**src/design/bat_pkg.sv**
```systemverilog
// Shared constants, command and status types for the buddy allocator tree.
package bat_pkg;

  // Pool geometry. The pool is TOTAL_BLOCKS rounded up to a power of two.
  localparam int TOTAL_BLOCKS = 1024;
  localparam int BLOCK_BYTES  = 4096;
  localparam int POOL_LOG     = $clog2(TOTAL_BLOCKS);
  localparam int POOL         = 1 << POOL_LOG;
  localparam int DEPTH        = 2 * POOL;

  // Node addresses and node values (largest free run in blocks).
  localparam int NODE_W = POOL_LOG + 1;
  localparam int VAL_W  = POOL_LOG + 1;
  localparam int LVL_W  = $clog2(POOL_LOG + 1);

  // Field widths at the ports.
  localparam int REQ_W   = 23;
  localparam int OFF_W   = 22;
  localparam int BYTES_W = 23;

  // Width for byte-size compares and for the granted byte offset.
  localparam int BB_W  = $clog2(BLOCK_BYTES + 1);
  localparam int CMP_W = (BB_W + POOL_LOG > REQ_W) ? BB_W + POOL_LOG : REQ_W;
  localparam int OB_W  = (BB_W + POOL_LOG > OFF_W) ? BB_W + POOL_LOG : OFF_W;

  // Offset divided by BLOCK_BYTES through a rounded-up reciprocal, exact for
  // every offset below 2**OFF_W.
  localparam int DIV_SH  = OFF_W + $clog2(BLOCK_BYTES);
  localparam longint unsigned RECIP =
      ((64'd1 << DIV_SH) + longint'(BLOCK_BYTES) - 64'd1) / longint'(BLOCK_BYTES);
  localparam int RECIP_W = OFF_W + 1;
  localparam int PROD_W  = OFF_W + RECIP_W;

  // Operation codes.
  localparam logic CMD_ALLOC = 1'b0;
  localparam logic CMD_FREE  = 1'b1;

  // Read address selection for the two tree read ports.
  localparam logic [1:0] RD_NODE  = 2'd0;
  localparam logic [1:0] RD_CHILD = 2'd1;
  localparam logic [1:0] RD_UP    = 2'd2;

  // Commands from the controller to the datapath.
  typedef struct packed {
    logic       clr_step;
    logic       load;
    logic       prep;
    logic       dsc_step;
    logic       mark;
    logic       asc_write;
    logic       set_fail;
    logic [1:0] rd_sel;
  } ctl_cmd_t;

  // Status from the datapath to the controller.
  typedef struct packed {
    logic clr_last;
    logic req_ok;
    logic is_free;
    logic root_fit;
    logic node_zero;
    logic root_last;
    logic desc_last;
    logic at_root;
    logic up_stop;
    logic parent_root;
  } dp_stat_t;

endpackage

```
**src/design/bat_ctrl.sv**
```systemverilog
// Controller state machine that sequences the clear pass, descent and ascent.
module bat_ctrl (
  input  logic              clk,
  input  logic              rst,
  input  logic              start,
  input  bat_pkg::dp_stat_t st,
  output bat_pkg::ctl_cmd_t cmd,
  output logic              busy,
  output logic              done
);
  import bat_pkg::*;

  localparam logic [3:0] S_CLEAR    = 4'd0;
  localparam logic [3:0] S_IDLE     = 4'd1;
  localparam logic [3:0] S_PREP     = 4'd2;
  localparam logic [3:0] S_NODE_RD  = 4'd3;
  localparam logic [3:0] S_NODE_CHK = 4'd4;
  localparam logic [3:0] S_DSC_RD   = 4'd5;
  localparam logic [3:0] S_DSC_CMP  = 4'd6;
  localparam logic [3:0] S_MARK     = 4'd7;
  localparam logic [3:0] S_ASC_RD   = 4'd8;
  localparam logic [3:0] S_ASC_CMP  = 4'd9;
  localparam logic [3:0] S_DONE     = 4'd10;

  logic [3:0] state;
  logic [3:0] state_next;

  // State register; reset starts the clearing pass over the tree.
  always_ff @(posedge clk) begin
    if (rst) begin
      state <= S_CLEAR;
    end else begin
      state <= state_next;
    end
  end

  // Next state and datapath commands.
  always_comb begin
    state_next = state;
    cmd        = '0;
    cmd.rd_sel = RD_NODE;
    case (state)
      S_CLEAR: begin
        cmd.clr_step = 1'b1;
        if (st.clr_last) begin
          state_next = S_IDLE;
        end
      end
      S_IDLE: begin
        if (start) begin
          cmd.load   = 1'b1;
          state_next = S_PREP;
        end
      end
      S_PREP: begin
        cmd.prep   = 1'b1;
        state_next = S_NODE_RD;
      end
      S_NODE_RD: begin
        if (st.req_ok) begin
          state_next = S_NODE_CHK;
        end else begin
          cmd.set_fail = 1'b1;
          state_next   = S_DONE;
        end
      end
      S_NODE_CHK: begin
        if (st.is_free) begin
          state_next = st.node_zero ? S_MARK : S_DONE;
        end else if (!st.root_fit) begin
          cmd.set_fail = 1'b1;
          state_next   = S_DONE;
        end else if (st.root_last) begin
          state_next = S_MARK;
        end else begin
          state_next = S_DSC_RD;
        end
      end
      S_DSC_RD: begin
        cmd.rd_sel = RD_CHILD;
        state_next = S_DSC_CMP;
      end
      S_DSC_CMP: begin
        cmd.dsc_step = 1'b1;
        state_next   = st.desc_last ? S_MARK : S_DSC_RD;
      end
      S_MARK: begin
        cmd.mark   = 1'b1;
        state_next = st.at_root ? S_DONE : S_ASC_RD;
      end
      S_ASC_RD: begin
        cmd.rd_sel = RD_UP;
        state_next = S_ASC_CMP;
      end
      S_ASC_CMP: begin
        if (st.up_stop) begin
          state_next = S_DONE;
        end else begin
          cmd.asc_write = 1'b1;
          state_next    = st.parent_root ? S_DONE : S_ASC_RD;
        end
      end
      S_DONE: begin
        state_next = S_IDLE;
      end
      default: begin
        state_next = S_IDLE;
      end
    endcase
  end

  assign busy = (state != S_IDLE);
  assign done = (state == S_DONE);

  // The result beat lasts one cycle.
  a_done_single: assert property (@(posedge clk) disable iff (rst) done |=> !done)
    else $error("result strobe held longer than one cycle");

  // An accepted item always makes the block busy.
  a_accept_busy: assert property (@(posedge clk) disable iff (rst)
    (start && !busy) |=> busy)
    else $error("accepted item did not start work");

  // The ascent never starts from the root node.
  a_asc_not_root: assert property (@(posedge clk) disable iff (rst)
    (state == S_ASC_RD) |-> !st.at_root)
    else $error("ascent started at the root");

endmodule

```
**config.mk**
```make
export PLATFORM = sky130hd
export DESIGN_NAME = bat_ctrl
export DESIGN_NICKNAME = d
export VERILOG_FILES = /design/src/design/bat_pkg.sv /design/src/design/bat_ctrl.sv
export SDC_FILE = /design/constraint.sdc
export NUM_CORES = 1
export LEC_CHECK = 0
export BUFFER_PORTS_ARGS = -buffer_cell sky130_fd_sc_hd__buf_2
export CAP_MARGIN = 20
export CORE_AREA = 10 10 47 49
export CTS_BUF_LIST = sky130_fd_sc_hd__clkbuf_4 sky130_fd_sc_hd__clkbuf_8 sky130_fd_sc_hd__clkbuf_16
export CTS_CLUSTER_DIAMETER = 150
export DETAILED_ROUTE_END_ITERATION = 8
export DIE_AREA = 0 0 57 59
export GPL_ROUTABILITY_DRIVEN = 0
export GPL_TIMING_DRIVEN = 0
export HOLD_SLACK_MARGIN = 0.1
export SLEW_MARGIN = 20
export SYNTH_ARGS = -nofsm -noshare
export SYNTH_HDL_FRONTEND = slang
export SYNTH_SLANG_ARGS = --single-unit
```
**constraint.sdc**
```tcl
create_clock -name clk -period 3.5 [get_ports clk]
set_input_delay 0.525 -clock clk [delete_from_list [all_inputs] [get_ports clk]]
set_output_delay 0.525 -clock clk [all_outputs]
set_load 0.01 [all_outputs]
```
==> results of run 1 <==
[worst max path at each step]
stage / startpoint / to / slack [ps] / cells past startpoint
final: state[2] / cmd[2] / 1560 / 5
after floorplan: st[8] / cmd[2] / 1970 / 2
after global routing: state[2] / cmd[2] / 1450 / 5
after detailed placement: st[8] / cmd[2] / 1750 / 4
after global placement: st[8] / cmd[2] / 1740 / 4
after CTS: state[2] / cmd[2] / 1550 / 5
[power groups by stage]
stage,logic [mW],registers (mW),clock network [mW]
finish,0.0346,0.0493,0.0566
global route,0.0391,0.0495,0.0623
CTS,0.0352,0.0493,0.0598
detailed placement,0.0351,0.0500,0
global placement,0.0349,0.0501,0
floorplan,0.0210,0.0494,0
[cells by family (layout without fill, tap and decap cells)]
kind of cell	Yosys count	count (layout)
muxes	1	1
AOI/OAI and AO/OA	15	15
and+or+nand+nor	32	32
DFF	4	4
buffers and inverters	5	31
[metal layers]
metal,track usage,wire length [um],vias up
li1,-,-,269
met1,0.0939,637,232
met2,0.112,574,17
met3,0.0386,69,0
met4,0.0101,0,0
met5,0,0,-
[critical path, stage by stage (launching register included)]
cell and delay (ps):
dfxtp_1 430, buf_4 210, nor4b_4 270, nand2_1 80, nand2_1 70, buf_2 120
[cell type report]
| class | instances | share of cell area |
|---|---|---|
| Sequential cell | 4 | 0.136 |
| Timing Repair Buffer | 23 | 0.195 |
| Tap cell | 16 | 0.0340 |
| Multi-Input combinational cell | 48 | 0.537 |
| Inverter | 1 | 0.00637 |
| Buffer | 4 | 0.0531 |
| Clock buffer | 3 | 0.0382 |
[cell usage after synthesis (2+ instances only)]
library cell  instances
a211o_1               2
and3_1                2
nor3_1                4
nor2b_1               3
nand2_1               5
a31oi_1               2
nor2_1                5
nand2b_1              4
a21oi_1               4
dfxtp_1               4
[per-stage QoR]
step                setup slack [ps]  cells   util  total power [mW]
finish                          1560     99  0.421             0.141
global route                    1450     99  0.421             0.151
floorplan                       1970     57      -            0.0704
global placement                1740     96  0.404            0.0849
detailed placement              1750     96  0.404            0.0851
CTS                             1550     99  0.421             0.144
==> flow_summary_export.csv, run 1 <==
group,metric,value,unit
outcome,status,"completed",
setup_path,worstSetupEndpointType,"primary output",
sta,timing.hold.ws,461,ps
logic_synthesis,synth_top_area_share,0.186,
sta,rsz0062_at_grt,"false",
logic_synthesis,syn_area,432,um2
logic_synthesis,synthMuxAreaShare,0.0348,
finish,regArea,80.1,um2
logic_synthesis,synth_flop_cell,"dfxtp_1",
finish,design_area,589,um2
clock_tree,clk_pin_slew,40,ps
die,start_util,0.308,
global_route,track_usage,0.0744,
logic_synthesis,yosys.area.top_type,"dfxtp_1",
power_and_ir_drop,intPower,0.103,mW
finish,fin_nets,98,
logic_synthesis,yosys.area_share.simple,0.458,
setup_path,crit_type,"flip-flop to primary output",
setup_path,reg2regPathDepth,4,
finish,num_antenna_cells,0,
setup_path,reg2reg_to,"state[0]",
sta,fmax,517,MHz
logic_synthesis,synth_top_family_by_area,"simple AND/OR/NAND/NOR gates",
job,cap_violations,0,
power_and_ir_drop,swShare,0.267,
logic_synthesis,synth_nets,70,
sta,finalHoldViolations,0,
die,io_pins,24,
placement,port_buffers,23,
die,core.rowCount,14,
setup_path,crit_fanout,10,
finish,layout_commonest_cell,"buf_2",
sta,tightest_slew,415,ps
die,die_area,3360,um2
logic_synthesis,synth.distinct_cells,32,
worst_hold_path,worstHoldStart,"rst",
logic_synthesis,synth_edf_count,0,
finish,multi_input_area,317,um2
routing,routed_wl,1280,um
power_and_ir_drop,combPwrFrac,0.246,
setup_path,required,2970,ps
worst_hold_path,holdPathStages,2,
global_route,grt_pass1_vias,515,
clock_tree,cts_setup_buffers,0,
sta,skew,4.23,ps
global_route,grt_first_pass_wirelength,2100,um
clock_tree,clock_sinks,4,
setup_path,arrival,1410,ps
routing,avgViaCountPerCell,5.23,
global_route,antenna_found_initial,0,
die,core_area,1400,um2
sta,slew_headroom,0.723,
logic_synthesis,yosysSeqAreaShare,0.186,
logic_synthesis,ys_seq_elements,4,
routing,drt_iter0_drc,9,
routing,wl_per_cell,12.9,um
clock_tree,clock_latency,230,ps
power_and_ir_drop,peakVddDrop,0.244,mV
power_and_ir_drop,clockPowerShare,0.403,
clock_tree,post_cts_resized,0,
sta,min_period,1940,ps
logic_synthesis,synth_xor_area_frac,0,
clock_tree,tritoncts,"yes",
clock_tree,numCtsBuffers,3,
power_and_ir_drop,p_switching,0.0375,mW
setup_path,worstSetupStartpointType,"flip-flop",
die,die_h,59,um
power_and_ir_drop,p_leak,0.273,nW
sta,tns,0,ps
setup_path,r2r_slack,2180,ps
power_and_ir_drop,power.density,238,nW/um2
routing,num_vias,518,
clock_tree,h-tree-depth,1,
logic_synthesis,synth_compound_area_frac,0.241,
sta,drv_slew,0,
finish,reg_top3,"state (4)",
finish,regMostFlops,"state",
finish,fill_cells,166,
logic_synthesis,netlist_instances,57,
finish,largest_reg_flops,4,
placement,place_area,567,um2
logic_synthesis,async_flop_share,0,
worst_hold_path,hold_class,"primary input to flip-flop",
finish,area_growth,36.5,%
clock_tree,ctsHoldBuffers,0,
routing,ant_nets,0,
clock_tree,root_buffer,"clkbuf_4",
power_and_ir_drop,p_seq_frac,0.351,
clock_tree,cts.path.max_buffers,2,
routing,drt-pass1-iter-count,4,
logic_synthesis,synthTopCellsByArea,"dfxtp_1 (19%), nand2b_1 (5.8%), nor4b_4 (5.5%)",
worst_hold_path,holdPathEnd,"state[0]",
global_route,grt.overflow.total,0,
finish,final_cell_mix,"buf_2 (24), nor2_1 (5), nand2_1 (5)",
sta,setup_viol,0,
sta,period_share,0.553,
logic_synthesis,avgSynthCellArea,7.57,um2
logic_synthesis,yosys_warnings,0,
die,die_w,57,um
routing,drc,0,
placement,dp.final_hpwl,1050,um
global_route,grt_start_max_net_pins,11,
logic_synthesis,synth_adder_area_share,0,
setup_path,rr_startpoint,"state[3]",
finish,drive_gt1_frac,0.398,
Note: power is estimated with default switching activity, not from simulation.
==> run 2: changes to the inputs <==
==> constraint.sdc (replaced) <==
create_clock -name clk -period 1.7 [get_ports clk]
set_input_delay 0.255 -clock clk [delete_from_list [all_inputs] [get_ports clk]]
set_output_delay 0.255 -clock clk [all_outputs]
set_load 0.01 [all_outputs]
==> run 2 against run 1 <==
Non-clock buffer count increased by 1. Critical path depth is the same. Sequential power rose by 110%. Clock skew shrank 0.54 ps. Power increased by 110%. Sequential share of layout area is 0.24 points lower. Critical endpoint unchanged. Setup slack got worse by 1500 ps. Combinational power up 110%. Global-route usage did not move. Utilization grew 1.4 points. Routed wire length decreased by 0.47%.
==> flow_summary_export.csv, run 2 (synthesized netlist as in run 1, its figures left out) <==
group,metric,value,unit
routing,drc,0,
clock_tree,clock_latency,230,ps
global_route,track_usage,0.0744,
routing,top_layer,"met3",
routing,wl_met3,77,um
routing,wl_met2,576,um
routing,num_vias,522,
clock_tree,numCtsBuffers,3,
sta,slew_headroom,0.685,
clock_tree,cts.path.max_buffers,2,
routing,avgViaCountPerCell,5.22,
clock_tree,clk_pin_slew,40,ps
finish,reg_top3,"state (4)",
power_and_ir_drop,p_leak,0.281,nW
clock_tree,tritoncts,"yes",
setup_path,required,1440,ps
global_route,grt_first_pass_wirelength,2100,um
clock_tree,h-tree-depth,1,
clock_tree,root_buffer,"clkbuf_4",
die,core_area,1400,um2
die,start_util,0.308,
routing,wl_met1,619,um
sta,setup_viol,0,
placement,place_area,567,um2
sta,min_period,1610,ps
sta,fmax,621,MHz
setup_path,arrival,1360,ps
sta,rsz0062_at_grt,"true",
routing,ant_nets,0,
routing,drt-pass1-iter-count,5,
sta,drv_slew,0,
clock_tree,ctsHoldBuffers,0,
sta,period_share,0.948,
routing,wl_per_cell,12.7,um
power_and_ir_drop,peakVddDrop,0.499,mV
die,io_pins,24,
finish,area_growth,41.2,%
global_route,antenna_found_initial,0,
job,cap_violations,0,
outcome,status,"completed",
finish,design_area,609,um2
sta,tightest_slew,471,ps
finish,finish.utilization,0.435,
placement,port_buffers,23,
sta,timing.hold.ws,193,ps
power_and_ir_drop,power.density,477,nW/um2
finish,layout_commonest_cell,"buf_2",
global_route,grt.overflow.total,0,
setup_path,worstSetupEndpointType,"primary output",
setup_path,crit_type,"flip-flop to primary output",
die,core.rowCount,14,
finish,regMostFlops,"state",
finish,final_cell_mix,"buf_2 (24), nor2_1 (5), nand2_1 (5)",
clock_tree,clock_sinks,4,
die,die_w,57,um
routing,routed_wl,1270,um
placement,dp_cells,96,
finish,fin_nets,99,
worst_hold_path,hold_class,"primary input to flip-flop",
finish,drive_gt1_frac,0.429,
placement,dp.final_hpwl,1050,um
sta,skew,3.70,ps
finish,layout.cells.non_filler,100,
finish,num_antenna_cells,0,
finish,largest_reg_flops,4,
die,die_area,3360,um2
global_route,grt_pass1_vias,515,
sta,finalHoldViolations,0,
global_route,grt_start_max_net_pins,11,
setup_path,worstSetupStartpointType,"flip-flop",
die,die_h,59,um
power_and_ir_drop,total_power,0.290,mW
setup_path,crit_fanout,10,
routing,drt_iter0_drc,10,
-- run 2: changes by cell type in the layout (fill, tap and decap cells not counted), sizes merged --
cell    change
clkbuf      -1
buf         +2
-- run 2: per-layer routing --
metal	GRT usage	vias to the layer above
met3	0.0386	0
met4	0.0101	0
met2	0.112	20
met5	0	-
met1	0.0939	232
li1	-	270
-- run 2: final timing paths --
check | start | to | slack, ps | cells after the start
min | rst | state[0] | 190 | 2
max | state[1] | cmd[2] | 90 | 5
max reg2reg | state[1] | state[0] | 340 | 5
min reg2reg | state[2] | state[0] | 700 | 3
-- run 2: stage by stage --
stage	worst slack, ps	setup TNS [ps]
CTS	15.4	0
global route	-43.4	-43.4
floorplan	487	0
detailed placement	275	0
finish	88.5	0
global placement	277	0
-- run 2: area by class of cell --
type | instances | area (um2)
Multi-Input combinational cell | 48 | 324
Inverter | 1 | 3.75
Tap cell | 16 | 20.0
Timing Repair Buffer | 24 | 123
Clock buffer | 3 | 22.5
Buffer | 4 | 35.0
Fill cell | 163 | 792
Sequential cell | 4 | 81.3
-- run 2: repair_timing --
action,4_1_cts,5_1_grt
buffers inserted,0,1
gates resized for setup,0,4
endpoints found under the setup margin,0,2
hold endpoints to repair,0,0
-- run 2: power by group --
part	switching [mW]	total [mW]	internal, mW
clock	0.0361	0.115	0.0788
sequential	0.00461	0.102	0.0974
combinational	0.0357	0.0735	0.0379
total	0.0764	0.290	0.214
-- run 2: critical path, cell delays in order, from the launching register on --
cell and delay (ps):
dfxtp_1 360, buf_2 210, nor4b_4 290, nand2_1 80
nand2_1 70, buf_2 120
==> run 3: changes to the inputs <==
==> constraint.sdc (replaced) <==
create_clock -name clk -period 1.38 [get_ports clk]
set_input_delay 0.207 -clock clk [delete_from_list [all_inputs] [get_ports clk]]
set_output_delay 0.207 -clock clk [all_outputs]
set_load 0.01 [all_outputs]
==> run 3 against run 2 <==
The flow now finishes with violations (negative setup slack). Die area did not move. Via count rose by 9.4%. Global-route usage increased by 1.1 points. Power grew 34%. Worst hold slack got worse by 56 ps. Final area rose by 23%. Critical path type unchanged. Largest power group unchanged. Highest routed layer unchanged.
==> flow_summary_export.csv, run 3 (synthesized netlist as in run 1, its figures left out) <==
group,metric,value,unit
placement,port_buffers,23,
routing,ant_nets,0,
sta,setup_viol,4,
setup_path,required,1170,ps
sta,timing.hold.ws,137,ps
clock_tree,h-tree-depth,1,
clock_tree,cts.path.max_buffers,2,
finish,reg_top3,"state (4)",
sta,min_period,1500,ps
global_route,track_usage,0.0852,
job,cap_violations,0,
power_and_ir_drop,combPwrFrac,0.327,
global_route,grt.overflow.total,0,
finish,regMostFlops,"state",
finish,layout_commonest_cell,"buf_2",
power_and_ir_drop,p_switching,0.105,mW
routing,wl_per_cell,13.7,um
clock_tree,clock_latency,230,ps
sta,drv_slew,0,
clock_tree,numCtsBuffers,3,
routing,avgViaCountPerCell,5.29,
global_route,grt_first_pass_wirelength,2440,um
placement,dp.final_hpwl,1050,um
die,die_area,3360,um2
power_and_ir_drop,peakVddDrop,0.604,mV
sta,period_share,1.08,
routing,routed_wl,1480,um
clock_tree,root_buffer,"clkbuf_4",
die,die_w,57,um
clock_tree,ctsHoldBuffers,0,
routing,drc,0,
power_and_ir_drop,total_power,0.390,mW
routing,num_vias,571,
sta,slew_headroom,0.673,
setup_path,worstSetupStartpointType,"flip-flop",
sta,finalHoldViolations,0,
setup_path,crit_fanout,4,
placement,preCtsSetupSlack,2.89,ps
outcome,violations,"negative setup slack",
finish,num_antenna_cells,0,
finish,fin_nets,107,
die,start_util,0.308,
sta,fin_ws,-115,ps
global_route,grt_pass1_vias,588,
setup_path,crit_type,"flip-flop to primary output",
power_and_ir_drop,p_leak,0.347,nW
clock_tree,clock_sinks,4,
die,die_h,59,um
global_route,grt_start_max_net_pins,11,
outcome,status,"complete, but fails checks",
clock_tree,tritoncts,"yes",
finish,final_cell_mix,"buf_2 (23), buf_6 (6), buf_4 (6)",
die,io_pins,24,
finish,largest_reg_flops,4,
sta,fmax,669,MHz
finish,fill_cells,144,
finish,drive_gt1_frac,0.587,
power_and_ir_drop,p_seq_frac,0.312,
setup_path,arrival,1290,ps
clock_tree,clk_pin_slew,40,ps
global_route,antenna_found_initial,0,
sta,skew,3.03,ps
finish,area_growth,73.3,%
routing,drt-pass1-iter-count,4,
power_and_ir_drop,power.density,521,nW/um2
sta,rsz0062_at_grt,"true",
power_and_ir_drop,swShare,0.270,
power_and_ir_drop,intPower,0.284,mW
sta,tightest_slew,489,ps
setup_path,worstSetupEndpointType,"primary output",
die,core_area,1400,um2
routing,drt_iter0_drc,12,
worst_hold_path,hold_class,"primary input to flip-flop",
die,core.rowCount,14,
power_and_ir_drop,clockPowerShare,0.361,
## run 3: critical path, cell delays in order (launching register included)
cell	delay, ps
dfxtp_4	350
nand2b_4	150
or3_4	370
nand2_1	70
buf_2	120
## run 3: layout make-up
type,count,area (um2),share of cell area
plain buffers,4,48.8,0.0652
multi-input cells,48,364,0.487
flip-flops and latches,4,95.1,0.127
clock buffers,3,22.5,0.0301
inverters,1,3.75,0.00502
well taps,16,20.0,0.0268
repair buffers,32,194,0.259
## run 3: power by group through the flow
stage	Sequential (mW)	Clock (mW)	Combinational [mW]
finish	0.122	0.141	0.127
global route	0.122	0.158	0.140
CTS	0.124	0.152	0.116
detailed placement	0.127	0	0.0891
global placement	0.127	0	0.0885
floorplan	0.125	0	0.0533
## run 3: what timing repair did
item	in CTS	in global routing
gates resized for setup	19	6
setup buffers	7	2
pin swaps	5	6
endpoints found under the setup margin	8	12
## run 3: path summary, 6_finish.rpt
kind         cells past startpoint  endpoint  startpoint  slack, ps
max                              4    cmd[2]    state[3]       -120
min                              2  state[0]         rst        140
max reg2reg                      4  state[0]    state[1]          0
min reg2reg                      3  state[3]    state[1]        660
## run 3: stage by stage
step / cells / util / area [um2] / TNS (ps)
2_1_floorplan: 57 / - / 432 / 0
3_3_place_gp: 96 / 0.404 / 567 / 0
3_5_place_dp: 96 / 0.404 / 567 / 0
4_1_cts: 106 / 0.505 / 708 / -223
5_1_grt: 108 / 0.534 / 748 / -688
6_report: 108 / 0.534 / 748 / -163
## run 3: metal layers
| layer | wire length (um) | share of wire | global-route usage |
|---|---|---|---|
| met5 | 0 | 0 | 0 |
| met4 | 0 | 0 | 0.0168 |
| met3 | 81 | 0.055 | 0.0408 |
| met2 | 712 | 0.48 | 0.138 |
| met1 | 687 | 0.46 | 0.0999 |
